### config.mk
export PLATFORM = sky130hd
export DESIGN_NAME = protobuf_wire_field_decoder
export DESIGN_NICKNAME = d
export VERILOG_FILES = /design/src/hw/rtl/pwfd_pkg.sv /design/src/hw/rtl/protobuf_wire_field_decoder.sv
export VERILOG_INCLUDE_DIRS = /design/src /design/src/hw/rtl
export SDC_FILE = /design/constraint.sdc
export NUM_CORES = 1
export LEC_CHECK = 0
export BUFFER_PORTS_ARGS = -buffer_cell sky130_fd_sc_hd__buf_2
export CELL_PAD_IN_SITES_DETAIL_PLACEMENT = 0
export CELL_PAD_IN_SITES_GLOBAL_PLACEMENT = 1
export CORE_MARGIN = 5
export CORE_UTILIZATION = 51
export DETAILED_ROUTE_END_ITERATION = 6
export PLACE_DENSITY = 0.92
export SLEW_MARGIN = 10
export SYNTH_ARGS = -nofsm -noshare
export SYNTH_HDL_FRONTEND = slang
export SYNTH_SLANG_ARGS = --single-unit
### constraint.sdc
create_clock -name clk -period 14.4 [get_ports clk]
set_clock_uncertainty 0.05 [all_clocks]
set_input_delay 2.16 -clock clk [delete_from_list [all_inputs] [get_ports clk]]
set_output_delay 2.16 -clock clk [all_outputs]
set_load 0.1 [all_outputs]
### src/hw/rtl/protobuf_wire_field_decoder_defines.svh
// Assertion helpers for the wire field decoder.
`ifndef PROTOBUF_WIRE_FIELD_DECODER_DEFINES_SVH
`define PROTOBUF_WIRE_FIELD_DECODER_DEFINES_SVH

// Condition holds on every clock out of reset.
`define PWFD_ASSERT_ALWAYS(label, cond, msg) \
    label: assert property (@(posedge clk) disable iff (!rst_n) (cond)) \
        else $error(msg);

// Antecedent implies consequent in the same cycle.
`define PWFD_ASSERT_IMPLIES(label, ante, cons, msg) \
    label: assert property (@(posedge clk) disable iff (!rst_n) (ante) |-> (cons)) \
        else $error(msg);

`endif

### src/hw/rtl/pwfd_pkg.sv
`default_nettype none

package pwfd_pkg;

    typedef enum logic [2:0] {
        PH_TAG     = 3'd0,
        PH_VARINT  = 3'd1,
        PH_FIXED   = 3'd2,
        PH_LENHDR  = 3'd3,
        PH_PAYLOAD = 3'd4
    } phase_t;

    typedef logic [1:0] kind_t;
    localparam kind_t KIND_SCALAR  = 2'd0;
    localparam kind_t KIND_LENGTH  = 2'd1;
    localparam kind_t KIND_PAYLOAD = 2'd2;
    localparam kind_t KIND_ERROR   = 2'd3;

    typedef logic [1:0] err_t;
    localparam err_t ERR_NONE      = 2'd0;
    localparam err_t ERR_WIRE_TYPE = 2'd1;
    localparam err_t ERR_VARINT    = 2'd2;

    typedef logic [2:0] wire_t;
    localparam wire_t WIRE_VARINT  = 3'd0;
    localparam wire_t WIRE_FIXED64 = 3'd1;
    localparam wire_t WIRE_LENGTH  = 3'd2;
    localparam wire_t WIRE_FIXED32 = 3'd5;

    typedef enum logic {
        REG_SIGNED_VARINTS = 1'b0,
        REG_PAYLOAD_LIMIT  = 1'b1
    } cfg_reg_t;

    localparam logic [3:0]  VARINT_MAX_BYTES  = 4'd10;
    localparam logic [3:0]  FIXED64_BYTES     = 4'd8;
    localparam logic [3:0]  FIXED32_BYTES     = 4'd4;
    localparam logic [31:0] PAYLOAD_LIMIT_RST = 32'd64;

endpackage

`default_nettype wire

### src/hw/rtl/protobuf_wire_field_decoder.sv
`default_nettype none
`include "protobuf_wire_field_decoder_defines.svh"

// Protobuf wire-format field decoder. Takes one message byte per request and
// gives at most one result per byte: a scalar (varint, optionally zigzag,
// or little-endian fixed32/fixed64), a length header followed by one result
// per payload byte, or an error (group/unknown wire type, varint over ten
// bytes). Tag bytes give a result only on error. Sustains one byte per clock
// while out_stall is low; each byte is held in the input register, decoded by
// the per-byte logic, and its result held in the result register. in_stall
// rises only while both the input register and the result register hold
// requests and out_stall is high. Lengths saturate to 2^LENGTH_BITS - 1. The
// user must write configuration only while the block is idle (not enforced).
module protobuf_wire_field_decoder #(
    parameter int LENGTH_BITS = 32
) (
    input  wire logic                 clk,
    input  wire logic                 rst_n,

    input  wire logic                 cfg_wr_en,
    input  wire logic                 cfg_index,
    input  wire logic [31:0]          cfg_data,

    input  wire logic                 in_valid,
    output logic                      in_stall,
    input  wire logic [7:0]           in_byte,
    input  wire logic                 message_start,

    output logic                      out_valid,
    input  wire logic                 out_stall,
    output pwfd_pkg::kind_t           kind,
    output logic [28:0]               field_number,
    output pwfd_pkg::wire_t           wire_kind,
    output logic [63:0]               value,
    output logic [7:0]                data_byte,
    output logic                      last,
    output logic                      truncated,
    output pwfd_pkg::err_t            error_code
);

    import pwfd_pkg::*;

    localparam logic [63:0] LEN_MAX = (64'd1 << LENGTH_BITS) - 64'd1;

    // configuration
    logic                   signed_reg;
    logic [31:0]            limit_reg;

    // input register
    logic                   s1_valid_reg, s1_valid_next;
    logic [7:0]             s1_byte_reg;
    logic                   s1_start_reg;

    // decoder state
    phase_t                 phase_reg, phase_next;
    wire_t                  wire_reg, wire_next;
    logic [28:0]            field_reg, field_next;
    logic [63:0]            acc_reg, acc_next;
    logic [3:0]             bseen_reg, bseen_next;
    logic [LENGTH_BITS-1:0] remaining_reg, remaining_next;
    logic [32:0]            index_reg, index_next;

    // result register
    logic                   out_valid_reg, out_valid_next;
    kind_t                  kind_reg;
    logic [28:0]            field_out_reg;
    wire_t                  wire_out_reg;
    logic [63:0]            value_reg;
    logic [7:0]             data_reg;
    logic                   last_reg;
    logic                   trunc_reg;
    err_t                   err_reg;

    logic                   out_free;
    logic                   fire;
    logic                   accept;

    // decode terms
    phase_t                 ph;
    logic [63:0]            acc_base;
    logic [3:0]             bseen_base;
    logic [3:0]             bseen_inc;
    logic [6:0]             vshift;
    logic [63:0]            vacc;
    logic [63:0]            facc;
    logic                   cont;
    logic                   too_long;
    logic                   fdone;
    logic [63:0]            zz;
    logic [63:0]            len_sat;
    logic                   len_zero;
    logic                   pay_last;
    logic                   pay_trunc;
    wire_t                  tag_wire;

    // result of this byte
    logic                   emit;
    kind_t                  res_kind;
    logic [28:0]            res_field;
    wire_t                  res_wire;
    logic [63:0]            res_value;
    logic [7:0]             res_data;
    logic                   res_last;
    logic                   res_trunc;
    err_t                   res_err;

    assign out_free = !out_valid_reg || !out_stall;
    assign fire     = s1_valid_reg && out_free;
    assign in_stall = s1_valid_reg && !out_free;
    assign accept   = in_valid && !in_stall;

    always_comb
    begin
        ph         = s1_start_reg ? PH_TAG : phase_reg;
        acc_base   = s1_start_reg ? 64'd0 : acc_reg;
        bseen_base = s1_start_reg ? 4'd0 : bseen_reg;
        bseen_inc  = bseen_base + 4'd1;
        vshift     = 7'(bseen_base) * 7'd7;
        vacc       = acc_base | ({57'd0, s1_byte_reg[6:0]} << vshift);
        facc       = acc_base | ({56'd0, s1_byte_reg} << {bseen_base[2:0], 3'b000});
        cont       = s1_byte_reg[7];
        too_long   = cont && (bseen_inc >= VARINT_MAX_BYTES);
        fdone      = bseen_inc >= ((wire_reg == WIRE_FIXED64) ? FIXED64_BYTES
                                                             : FIXED32_BYTES);
        zz         = signed_reg ? ({1'b0, vacc[63:1]} ^ {64{vacc[0]}}) : vacc;
        len_sat    = (vacc > LEN_MAX) ? LEN_MAX : vacc;
        len_zero   = (vacc == 64'd0);
        pay_last   = (remaining_reg <= LENGTH_BITS'(1));
        pay_trunc  = (index_reg >= {1'b0, limit_reg});
        tag_wire   = vacc[2:0];
    end

    // next state
    always_comb
    begin
        phase_next     = phase_reg;
        wire_next      = wire_reg;
        field_next     = field_reg;
        acc_next       = acc_reg;
        bseen_next     = bseen_reg;
        remaining_next = remaining_reg;
        index_next     = index_reg;
        if (fire)
        begin
            phase_next = ph;
            acc_next   = acc_base;
            bseen_next = bseen_base;
            unique case (ph)
                PH_TAG:
                begin
                    if (cont && !too_long)
                    begin
                        acc_next   = vacc;
                        bseen_next = bseen_inc;
                    end
                    else if (too_long)
                    begin
                        field_next = '0;
                        wire_next  = WIRE_VARINT;
                        acc_next   = '0;
                        bseen_next = '0;
                    end
                    else
                    begin
                        field_next = vacc[31:3];
                        wire_next  = tag_wire;
                        acc_next   = '0;
                        bseen_next = '0;
                        case (tag_wire)
                            WIRE_VARINT:                phase_next = PH_VARINT;
                            WIRE_FIXED64, WIRE_FIXED32: phase_next = PH_FIXED;
                            WIRE_LENGTH:                phase_next = PH_LENHDR;
                            default:                    phase_next = PH_TAG;
                        endcase
                    end
                end
                PH_VARINT, PH_LENHDR:
                begin
                    if (cont && !too_long)
                    begin
                        acc_next   = vacc;
                        bseen_next = bseen_inc;
                    end
                    else
                    begin
                        acc_next   = '0;
                        bseen_next = '0;
                        phase_next = PH_TAG;
                        if (!too_long && ph == PH_LENHDR && !len_zero)
                        begin
                            remaining_next = len_sat[LENGTH_BITS-1:0];
                            index_next     = '0;
                            phase_next     = PH_PAYLOAD;
                        end
                    end
                end
                PH_FIXED:
                begin
                    if (fdone)
                    begin
                        acc_next   = '0;
                        bseen_next = '0;
                        phase_next = PH_TAG;
                    end
                    else
                    begin
                        acc_next   = facc;
                        bseen_next = bseen_inc;
                    end
                end
                PH_PAYLOAD:
                begin
                    index_next     = index_reg[32] ? index_reg : index_reg + 33'd1;
                    remaining_next = remaining_reg - LENGTH_BITS'(1);
                    if (pay_last)
                    begin
                        remaining_next = '0;
                        acc_next       = '0;
                        bseen_next     = '0;
                        phase_next     = PH_TAG;
                    end
                end
                default:
                begin
                    phase_next = PH_TAG;
                end
            endcase
        end
    end

    // result of the byte in the input register
    always_comb
    begin
        emit      = 1'b0;
        res_kind  = KIND_SCALAR;
        res_field = field_reg;
        res_wire  = wire_reg;
        res_value = '0;
        res_data  = '0;
        res_last  = 1'b0;
        res_trunc = 1'b0;
        res_err   = ERR_NONE;
        unique case (ph)
            PH_TAG:
            begin
                if (too_long)
                begin
                    emit      = 1'b1;
                    res_kind  = KIND_ERROR;
                    res_field = '0;
                    res_wire  = WIRE_VARINT;
                    res_err   = ERR_VARINT;
                end
                else if (!cont && tag_wire != WIRE_VARINT && tag_wire != WIRE_FIXED64
                         && tag_wire != WIRE_LENGTH && tag_wire != WIRE_FIXED32)
                begin
                    emit      = 1'b1;
                    res_kind  = KIND_ERROR;
                    res_field = vacc[31:3];
                    res_wire  = tag_wire;
                    res_err   = ERR_WIRE_TYPE;
                end
            end
            PH_VARINT, PH_LENHDR:
            begin
                if (too_long)
                begin
                    emit     = 1'b1;
                    res_kind = KIND_ERROR;
                    res_err  = ERR_VARINT;
                end
                else if (!cont)
                begin
                    emit = 1'b1;
                    if (ph == PH_VARINT)
                    begin
                        res_value = zz;
                    end
                    else
                    begin
                        res_kind  = KIND_LENGTH;
                        res_value = len_sat;
                        res_last  = len_zero;
                    end
                end
            end
            PH_FIXED:
            begin
                emit      = fdone;
                res_value = facc;
            end
            PH_PAYLOAD:
            begin
                emit      = 1'b1;
                res_kind  = KIND_PAYLOAD;
                res_data  = s1_byte_reg;
                res_last  = pay_last;
                res_trunc = pay_trunc;
            end
            default:
            begin
                emit = 1'b0;
            end
        endcase
    end

    assign s1_valid_next  = accept || (s1_valid_reg && !fire);
    assign out_valid_next = fire ? emit : (out_valid_reg && out_stall);

    always_ff @(posedge clk or negedge rst_n)
    begin
        if (!rst_n)
        begin
            signed_reg    <= 1'b0;
            limit_reg     <= PAYLOAD_LIMIT_RST;
            s1_valid_reg  <= 1'b0;
            out_valid_reg <= 1'b0;
            phase_reg     <= PH_TAG;
            wire_reg      <= WIRE_VARINT;
            field_reg     <= '0;
            acc_reg       <= '0;
            bseen_reg     <= '0;
            remaining_reg <= '0;
            index_reg     <= '0;
        end
        else
        begin
            if (cfg_wr_en)
            begin
                case (cfg_reg_t'(cfg_index))
                    REG_SIGNED_VARINTS: signed_reg <= cfg_data[0];
                    REG_PAYLOAD_LIMIT:  limit_reg  <= cfg_data;
                    default:            limit_reg  <= limit_reg;
                endcase
            end
            s1_valid_reg  <= s1_valid_next;
            out_valid_reg <= out_valid_next;
            phase_reg     <= phase_next;
            wire_reg      <= wire_next;
            field_reg     <= field_next;
            acc_reg       <= acc_next;
            bseen_reg     <= bseen_next;
            remaining_reg <= remaining_next;
            index_reg     <= index_next;
        end
    end

    always_ff @(posedge clk)
    begin
        if (accept)
        begin
            s1_byte_reg  <= in_byte;
            s1_start_reg <= message_start;
        end
        if (fire && emit)
        begin
            kind_reg      <= res_kind;
            field_out_reg <= res_field;
            wire_out_reg  <= res_wire;
            value_reg     <= res_value;
            data_reg      <= res_data;
            last_reg      <= res_last;
            trunc_reg     <= res_trunc;
            err_reg       <= res_err;
        end
    end

    assign out_valid    = out_valid_reg;
    assign kind         = kind_reg;
    assign field_number = field_out_reg;
    assign wire_kind    = wire_out_reg;
    assign value        = value_reg;
    assign data_byte    = data_reg;
    assign last         = last_reg;
    assign truncated    = trunc_reg;
    assign error_code   = err_reg;

    `PWFD_ASSERT_ALWAYS(a_bseen_range, bseen_reg < VARINT_MAX_BYTES, "varint byte count overran")
    `PWFD_ASSERT_IMPLIES(a_payload_remaining, phase_reg == PH_PAYLOAD, remaining_reg != '0, "payload phase with nothing remaining")
    `PWFD_ASSERT_IMPLIES(a_fixed_wire, phase_reg == PH_FIXED, wire_reg == WIRE_FIXED64 || wire_reg == WIRE_FIXED32, "fixed phase with non-fixed wire type")
    `PWFD_ASSERT_IMPLIES(a_err_kind, out_valid_reg, (kind_reg == KIND_ERROR) == (err_reg != ERR_NONE), "error code and kind disagree")

endmodule

`default_nettype wire

# Word-level counts from Yosys, hierarchy flattened
# Index checks and enable logic that the tools add are counted.
# op_classes
n_bitwise	5
order_cmp	5
addsub	3
n_mux	62
n_eq_ne	14
n_reduce_logical	37
mul	1
n_shift	2
# ops
op	n
2-to-1 mux 64 bit	9
one-hot mux 64 bit (3 select lines)	1
bitwise OR 64 bit	2
one-hot mux 64 bit (2 select lines)	1
2-to-1 mux 29 bit	4
2-to-1 mux 33 bit	3
2-to-1 mux 32 bit	3
one-hot mux 33 bit (2 select lines)	1
greater-than comparator 64 x 32 -> 1 bit, second input constant	1
logical NOT 64 bit	1
one-hot mux 32 bit (2 select lines)	1
<< shifter 7 x 7 -> 64 bit	1
<< shifter 8 x 6 -> 64 bit	1
bitwise XOR 63 x 64 -> 64 bit	1
adder 33 x 1 -> 33 bit, second input constant	1
greater-or-equal comparator 33 x 32 -> 1 bit	1
2-to-1 mux 3 bit	11
less-or-equal comparator 32 x 1 -> 1 bit, second input constant	1
subtractor 32 x 1 -> 32 bit, second input constant	1
2-to-1 mux 4 bit	5
logical AND 1 bit	14
one-hot mux 2 bit (3 select lines)	2
one-hot mux 3 bit (4 select lines)	1
one-hot mux 4 bit (3 select lines)	1
28 further kinds	61
# word_totals
in_bits	47
regBits	322
wordCells	151
output_inout_bits	112

# Longest topological paths before layout
# Gate-level depths: netlist of run 1.
# logic_depth
word_depth	13
depth_mapped	17
mapped_depth_nobuf	13

# Least setup slack after synthesis of run 1
# Ideal clock, no wire load.
# synth_path
path_kind	flip-flop to flip-flop
startpoint	register s1_start_reg
endpoint	register data_reg[0], in the netlist data_byte[0] (enable)
path_slack_ns	6.083
t_arrival_ns	7.687
period_less_slack_ns	8.317
n_path_buf	4
setup_time_ns	0.580
required_ns	13.770
path_stages_with_launch	15
path_cell_list	edfxtp_1 -> buf_2 -> inv_2 -> clkbuf_1 -> a22oi_1 -> or2_2 -> clkbuf_1 -> buf_1 -> ha_1 -> or2_2 -> a311oi_1 -> o22ai_1 -> nand2_1 -> a221oi_1 -> nor2_1
# synth_via
elab_chain_cells	13
word_cells_on_any_way	29
classes_between	add/sub: 1; mul: 1; order compare: 2; eq/ne: 7; shift: 1; mux: 7; bitwise: 1; reduce/logical: 9
# synth_lines
item	line	rtl
start, declared	protobuf_wire_field_decoder.sv:52	logic s1_start_reg;
start signal, assigned	protobuf_wire_field_decoder.sv:353	s1_start_reg <= message_start;
2-to-1 mux 4 bit	protobuf_wire_field_decoder.sv:116	bseen_base = s1_start_reg ? 4'd0 : bseen_reg;
multiplier 4 x 3 -> 7 bit	protobuf_wire_field_decoder.sv:118	vshift = 7'(bseen_base) * 7'd7;
<< shifter 7 x 7 -> 64 bit	protobuf_wire_field_decoder.sv:119	vacc = acc_base | ({57'd0, s1_byte_reg[6:0]} << vshift);
bitwise OR 64 bit	protobuf_wire_field_decoder.sv:119	
nonzero test 3 bit	protobuf_wire_field_decoder.sv:254	else if (!cont && tag_wire != WIRE_VARINT && tag_wire != WIRE_FIXED64
logical AND 1 bit (2 in series)	protobuf_wire_field_decoder.sv:254	
logical AND 1 bit (2 in series)	protobuf_wire_field_decoder.sv:255	&& tag_wire != WIRE_LENGTH && tag_wire != WIRE_FIXED32)
2-to-1 mux 1 bit	protobuf_wire_field_decoder.sv:254	
2-to-1 mux 1 bit	protobuf_wire_field_decoder.sv:246	if (too_long)
one-hot mux 1 bit (4 select lines) *	protobuf_wire_field_decoder.sv:243	unique case (ph)
logical AND 1 bit *	protobuf_wire_field_decoder.sv:355	if (fire && emit)
end signal, assigned	protobuf_wire_field_decoder.sv:361	data_reg <= res_data;
end, declared	protobuf_wire_field_decoder.sv:69	logic [7:0] data_reg;
# Every way passes the cells marked *; elsewhere a longest branch is shown, timed or not.
# A chain may end at the register's enable or synchronous reset.

# Worst setup path in the final report of run 1
# layout_path
startpoint	register bseen_reg[2]
endpoint	register data_reg[2], in the netlist data_byte[2] (enable)
# layout_via
elab_chain_cells	13
word_cells_on_any_way	21
classes_between	add/sub: 1; mul: 1; order compare: 2; eq/ne: 3; shift: 1; mux: 5; bitwise: 1; reduce/logical: 7
# layout_lines
item	line	rtl
start, declared	protobuf_wire_field_decoder.sv:59	logic [3:0] bseen_reg, bseen_next;
start signal, assigned	protobuf_wire_field_decoder.sv:342	bseen_reg <= bseen_next;
2-to-1 mux 4 bit *	protobuf_wire_field_decoder.sv:116	
multiplier 4 x 3 -> 7 bit	protobuf_wire_field_decoder.sv:118	
<< shifter 7 x 7 -> 64 bit	protobuf_wire_field_decoder.sv:119	
bitwise OR 64 bit	protobuf_wire_field_decoder.sv:119	
nonzero test 3 bit	protobuf_wire_field_decoder.sv:254	
logical AND 1 bit (2 in series)	protobuf_wire_field_decoder.sv:254	
logical AND 1 bit (2 in series)	protobuf_wire_field_decoder.sv:255	
2-to-1 mux 1 bit	protobuf_wire_field_decoder.sv:254	
2-to-1 mux 1 bit	protobuf_wire_field_decoder.sv:246	
one-hot mux 1 bit (4 select lines) *	protobuf_wire_field_decoder.sv:243	
logical AND 1 bit *	protobuf_wire_field_decoder.sv:355	
# Marked as above.

==> metrics.txt, run 1 <==
overall die width=202 um; post-route cell area=around 21,000 sq um; Clock Pin Slew Worst Setup and Hold Paths=0.06 ns; Placed Area=around 20,000 sq um; Worst Setup Path Type=flop to flop; top cells by area, synth=dfrtp_1 (27%), edfxtp_1 (19%), a21oi_1 (5.1%); Cells after Synth=approximately 2,100; largest net degree at the start of global routing=96; Critical Path RT=about 15 ns; post-synth top area cell=dfrtp_1; Root Driver=clkbuf_16; Tightest Pin Transition=approximately 1.3 ns; via count=between 15,000 and 20,000; YS warnings=0; peak supply drop=about 0.000094 V; Comb pwr share=between 30% and 40%; EDFF count, synth=around 120; # resized after CTS=0; Slew HR=approximately an eighth; outcome=finished clean; cell-internal power=~2.2 mW; CTS sink count=around 320; CTS tree=built; Tot GR Track Use=around 30%; post-synthesis cell type count=85; critical path cell sequence=nor2_1 > a21o_1 > a22oi_1 > or2_2 > ha_1 > or2_2 > a311oi_1 > o22ai_1 > buf_4 > nand2_1 > a221oi_1 > nor2_4 > buf_4; Mapped Nets=2,146; Pins Over Slew Limit=0; Max FO, Critical Path=76; IO Pins=159; final WL=between 60,000 and 70,000 um; DRT Pass-1 Iters=6; worst hold path type=flop to flop; WP buf/inv=2; DP Cell Count=2,560; initial antenna violation count=0; Skew-Pair Late Insertion Delay=0.56 ns; Reg power frac=34.3%; most frequent cell after synthesis=dfrtp_1; Critical Path Sink Type=flop; synthesized flop and latch total=about 320; final worst slack=8.42 ns; Via density=approximately 6.6; first-pass GRT wire length=97,000 um; PortBufs=between 150 and 200; Sw Share=42.6%; switching power=1.60 mW; Residual DRC=0; Seq/Total Area, Yosys=between 40% and 50%; Main synth FF type=dfrtp_1; FP Rows=70; dpl ws=~8.5 ns; antenna diode count=0; Hold Vio Cnt, Final=0; area grow syn2layout=12.6%; Starting DRT DRC Count=2,145; routed length per instance=roughly 24 um; fmax=approximately 170 MHz; synthesized area per cell=about 9 sq um; GP Congestion=between 0.9 and 1; Initial Util=51.5%; Clock power frac=a little over a quarter; dpl hpwl=about 40,000 um; Post-Syn Area=around 19,000 sq um; PwrDens=~180 nW/um^2; share of the synthesized area in the top cell type=about 27%; top cell family by delay on the critical path=simple AND/OR/NAND/NOR gates; non-filler cells, final=between 2,000 and 3,000; Max Cap Viol=0; post-route ant nets=0; Die ar.=around 41,000 sq um; FFs w/ async S/R, synth=about 63%; DIE HEIGHT=between 200 and 250 um; Fin Hold WS=~0.43 ns; RSZ-0062 raised after global routing=false; total grt overflow=0; Crit path arrival time=6.09 ns; CP peak stage delay=about 0.88 ns; Static Leakage=roughly 9 nW; largest buffer count on any clock path=3; Final Cycle Share=about two fifths; Post-CTS Setup Repair Bufs=0; Worst setup SP type=flop; total CTS buffers=36; Period minus WS final=roughly 6 ns; share of cells above drive strength 1=between 15 and 20%; vias in the first global route=around 17,000; # H-tree levels=2; hold_buf cts=0; nets@finish=2,220; Commonest cells post-synth=dfrtp_1 (202), a21oi_1 (193), nand2_1 (192); Core Region=36,600 sq um; final setup fails=0; Slowest-stage cell, CP=nor2_4; Fin Setup TNS=0 ns
## power by group through the flow
stage                     clock [mW]  combinational, mW  sequential, mW
after floorplan                    0              0.797            1.56
after global placement             0               1.42            1.30
after detailed placement           0               1.44            1.30
after CTS                       1.02               1.44            1.29
after global routing            1.06               1.57            1.31
final                           1.01               1.47            1.29
## metrics by stage
step	total power [mW]	utilization (%)
after global routing	3.94	58.0
after global placement	2.71	54.5
after floorplan	2.36	-
final	3.77	58.0
after CTS	3.75	58.0
after detailed placement	2.74	54.5
## final timing paths
path,end,slack (ns),startpoint,depth (start not counted)
max in group asynchronous,acc_reg[30],10.69,rst_n,3
min in group asynchronous,limit_reg[10],1.62,rst_n,1
worst min-delay path,field_reg[5],0.43,field_reg[5],2
worst max-delay path,data_byte[2],8.42,bseen_reg[2],13
worst max register to register,data_byte[2],8.42,bseen_reg[2],13
worst min register to register,field_reg[5],0.43,field_reg[5],2
## metal layers
metal	share of wire [%]	global-route usage (%)	wire, um	vias up
li1	-	-	-	7791
met1	41	41.2	25500	8341
met2	44	44.9	27500	1037
met3	10	7.08	6380	172
met4	4.2	11.6	2590	0
met5	0	0	0	-
## cells by family after synthesis
kind of cell / after synthesis / share of synthesized area, %
AO/OA/AOI/OAI: 727 / 24.7
AND/OR/NAND/NOR: 641 / 16.6
flip-flops: 322 / 45.9
buffers and inverters: 221 / 4.76
XOR/XNOR: 64 / 2.97
adder cells (fa/ha/maj): 43 / 2.85
multiplexers: 38 / 2.25
## layout by cell type (no fill, tap or decap), drive strengths merged, types with 9 or more instances in the layout
master / synthesis / final
a22o: 35 / 35
o211ai: 13 / 13
clkbuf: 118 / 51
a21oi: 193 / 193
nor4: 28 / 28
mux2: 35 / 35
clkinv: 1 / 9
o21ai: 186 / 186
ha: 43 / 43
nor3: 63 / 63
edfxtp: 119 / 119
nand2b: 11 / 11
o22ai: 80 / 80
buf: 49 / 202
a22oi: 18 / 18
nor2b: 61 / 61
o221ai: 28 / 28
dfrtp: 202 / 202
inv: 53 / 55
nand3: 36 / 36
or2: 10 / 10
o32a: 13 / 13
nand2: 194 / 194
xnor2: 63 / 63
nand4: 12 / 12
and3: 28 / 28
a32o: 17 / 17
a31oi: 26 / 26
nor2: 152 / 152
a21o: 43 / 43
## cell type report
type                       count  area [sq um]
clock inverter                16           238
fill                        3181         15400
multi-input combinational   1513          9380
timing repair buffer         203          1140
tap                          468           586
clock buffer                  50          1040
inverter                      54           203
sequential                   322          8650
## worst reg2reg max path, delay by kind of cell (launching register included)
family	cells	cell delay [ns]
buffers and inverters	2	1.10
DFF	1	0.61
and+or+nand+nor	5	2.24
adders and majority gates	1	0.39
AOI/OAI and AO/OA	5	1.14
Power figures use the tool's default switching activity.
==> run 2: changes to the inputs <==
--- a/config.mk
+++ b/config.mk
@@ -10,9 +10,9 @@
 export CELL_PAD_IN_SITES_DETAIL_PLACEMENT = 0
 export CELL_PAD_IN_SITES_GLOBAL_PLACEMENT = 1
 export CORE_MARGIN = 5
-export CORE_UTILIZATION = 51
+export CORE_UTILIZATION = 42
 export DETAILED_ROUTE_END_ITERATION = 6
-export PLACE_DENSITY = 0.92
+export PLACE_DENSITY = 0.81
 export SLEW_MARGIN = 10
 export SYNTH_ARGS = -nofsm -noshare
 export SYNTH_HDL_FRONTEND = slang
==> constraint.sdc (replaced) <==
create_clock -name clk -period 5.1 [get_ports clk]
set_clock_uncertainty 0.05 [all_clocks]
set_input_delay 0.765 -clock clk [delete_from_list [all_inputs] [get_ports clk]]
set_output_delay 0.765 -clock clk [all_outputs]
set_load 0.1 [all_outputs]
==> run 2 against run 1 <==
  * Sequential share of layout area fell by 0.53 points
  * Setup slack got worse by 7.9 ns
  * Non-clock buffer count rose by 19
  * Largest power group unchanged
  * Flip-flop and latch count did not move
  * Via count barely moved
  * Largest cell class unchanged
  * Worst hold slack got worse by 0.14 ns
==> metrics.txt, run 2 (synthesis gave the netlist of run 1 again) <==
outcome=finished clean; FP Rows=a little under 80; top cell family by delay on the critical path=simple AND/OR/NAND/NOR gates; non-filler cells, final=roughly 2,800; peak supply drop=0.000338 V; switching power=4.61 mW; Crit path arrival time=~4.8 ns; total grt overflow=0; Fin Setup TNS=0 ns; Tightest Pin Transition=around 1.2 ns; Fill cells=around 4,200; IO Pins=approximately 160; Hold Vio Cnt, Final=0; Max FO, Critical Path=40; largest net degree at the start of global routing=119; final setup fails=0; routed length per instance=~23 um; area grow syn2layout=14.0%; Slowest-stage cell, CP=dfrtp_1; Starting DRT DRC Count=a little under 2,000; Critical Path Sink Type=flop; Power Total=between 10 and 15 mW; Root Driver=clkbuf_16; WP buf/inv=4; # H-tree levels=2; share of cells above drive strength 1=around 16%; Sw Share=between 40% and 50%; post-route ant nets=0; DIE HEIGHT=roughly 220 um; Static Leakage=8.90 nW; nets@finish=2,240; Clock power frac=25.8%; Worst Setup Path Type=flop to flop; initial antenna violation count=1; Via density=6.25; Period minus WS final=between 4 and 5 ns; critical path cell sequence=buf_4 > nor4_1 > or2_0 > a21o_1 > inv_1 > ha_1 > or2_2 > a311oi_2 > o22ai_1 > buf_4 > nand2_1 > a221oi_1 > nor2_4 > buf_4; Clock Pin Slew Worst Setup and Hold Paths=approximately 0.060 ns; first-pass GRT wire length=around 100,000 um; GP Congestion=between 1 and 1.5; Residual DRC=0; fmax=approximately 220 MHz; Max Cap Viol=0; Skew-Pair Late Insertion Delay=about 0.57 ns; Slew HR=between 20% and 30%; CTS sink count=around 320; Critical Path RT=between 5 and 6 ns; PwrDens=around 500 nW/um^2; Tot GR Track Use=between 20 and 30%; vias in the first global route=around 17,000; Fin Hold WS=just under 0.3 ns; fin util=48.6%; final WL=between 60,000 and 70,000 um; cell-internal power=between 6 and 7 mW; setup slack, reg-to-reg=between 0.4 and 0.5 ns; CP peak stage delay=0.50 ns; Reg power frac=34.4%; Final Cycle Share=about nine tenths; Worst setup SP type=flop; Pins Over Slew Limit=0; DP Cell Count=2,703; total CTS buffers=37; worst hold path type=input port to asynchronous set/reset pin; DRT Pass-1 Iters=6; RSZ-0062 raised after global routing=false; dpl hpwl=between 40,000 and 50,000 um; CP dominant cell by count=buf_4; commonest non-fill, non-tap cell in the layout=dfrtp_1; CTS tree=built; Initial Util=42.6%; Comb pwr share=39.7%; Post-CTS Setup Repair Bufs=0; Die ar.=49,300 sq um; Core Region=about 44,000 sq um; # resized after CTS=0; PortBufs=about 160; via count=between 15,000 and 20,000; overall die width=between 200 and 250 um; largest buffer count on any clock path=3; hold_buf cts=0; most frequent cells in the layout=dfrtp_1 (202), a21oi_1 (193), nand2_1 (191)
==> run 2: metal layers <==
metal / vias up / GRT usage, % / share of wire (%)
li1: 7826 / - / -
met4: 2 / 10.5 / 4.3
met5: - / 0 / 0.020
met2: 923 / 38.4 / 44
met1: 8423 / 35.7 / 43
met3: 160 / 4.58 / 8.9
==> run 2: worst paths after layout <==
check,start,to,depth (start not counted)
min in group clk,in_byte[7],s1_byte_reg[7],1
max in group asynchronous,rst_n,acc_reg[22],2
worst min register to register,field_reg[20],field_reg[20],2
worst min-delay path,rst_n,limit_reg[11],1
worst max register to register,bseen_reg[1],value[48],14
worst max-delay path,bseen_reg[1],value[48],14
==> run 2: power groups by stage <==
stage          Clock (mW)  Sequential, mW  Combinational (mW)
2_1_floorplan           0            4.38                2.26
5_1_grt              2.90            3.72                4.51
4_1_cts              2.80            3.65                4.16
3_3_place_gp            0            3.68                4.11
6_report             2.75            3.67                4.23
3_5_place_dp            0            3.70                4.15
==> run 2: cell type report <==
| type | instances | area [sq um] | share of cell area (%) |
|---|---|---|---|
| Timing Repair Buffer | 222 | 1320 | 6.12 |
| Inverter | 54 | 203 | 0.942 |
| Sequential cell | 322 | 8650 | 40.2 |
| Clock inverter | 15 | 188 | 0.872 |
| Antenna cell | 1 | 2.50 | 0.0116 |
| Tap cell | 592 | 741 | 3.44 |
| Multi-Input combinational cell | 1513 | 9380 | 43.6 |
| Clock buffer | 53 | 1040 | 4.83 |
==> run 2: metrics by stage <==
step	instance area (sq um)	worst slack (ns)
after floorplan	18900	0.0190
after global placement	20300	0.792
after detailed placement	20300	0.611
after CTS	21500	0.583
after global routing	21500	0.314
final	21500	0.477
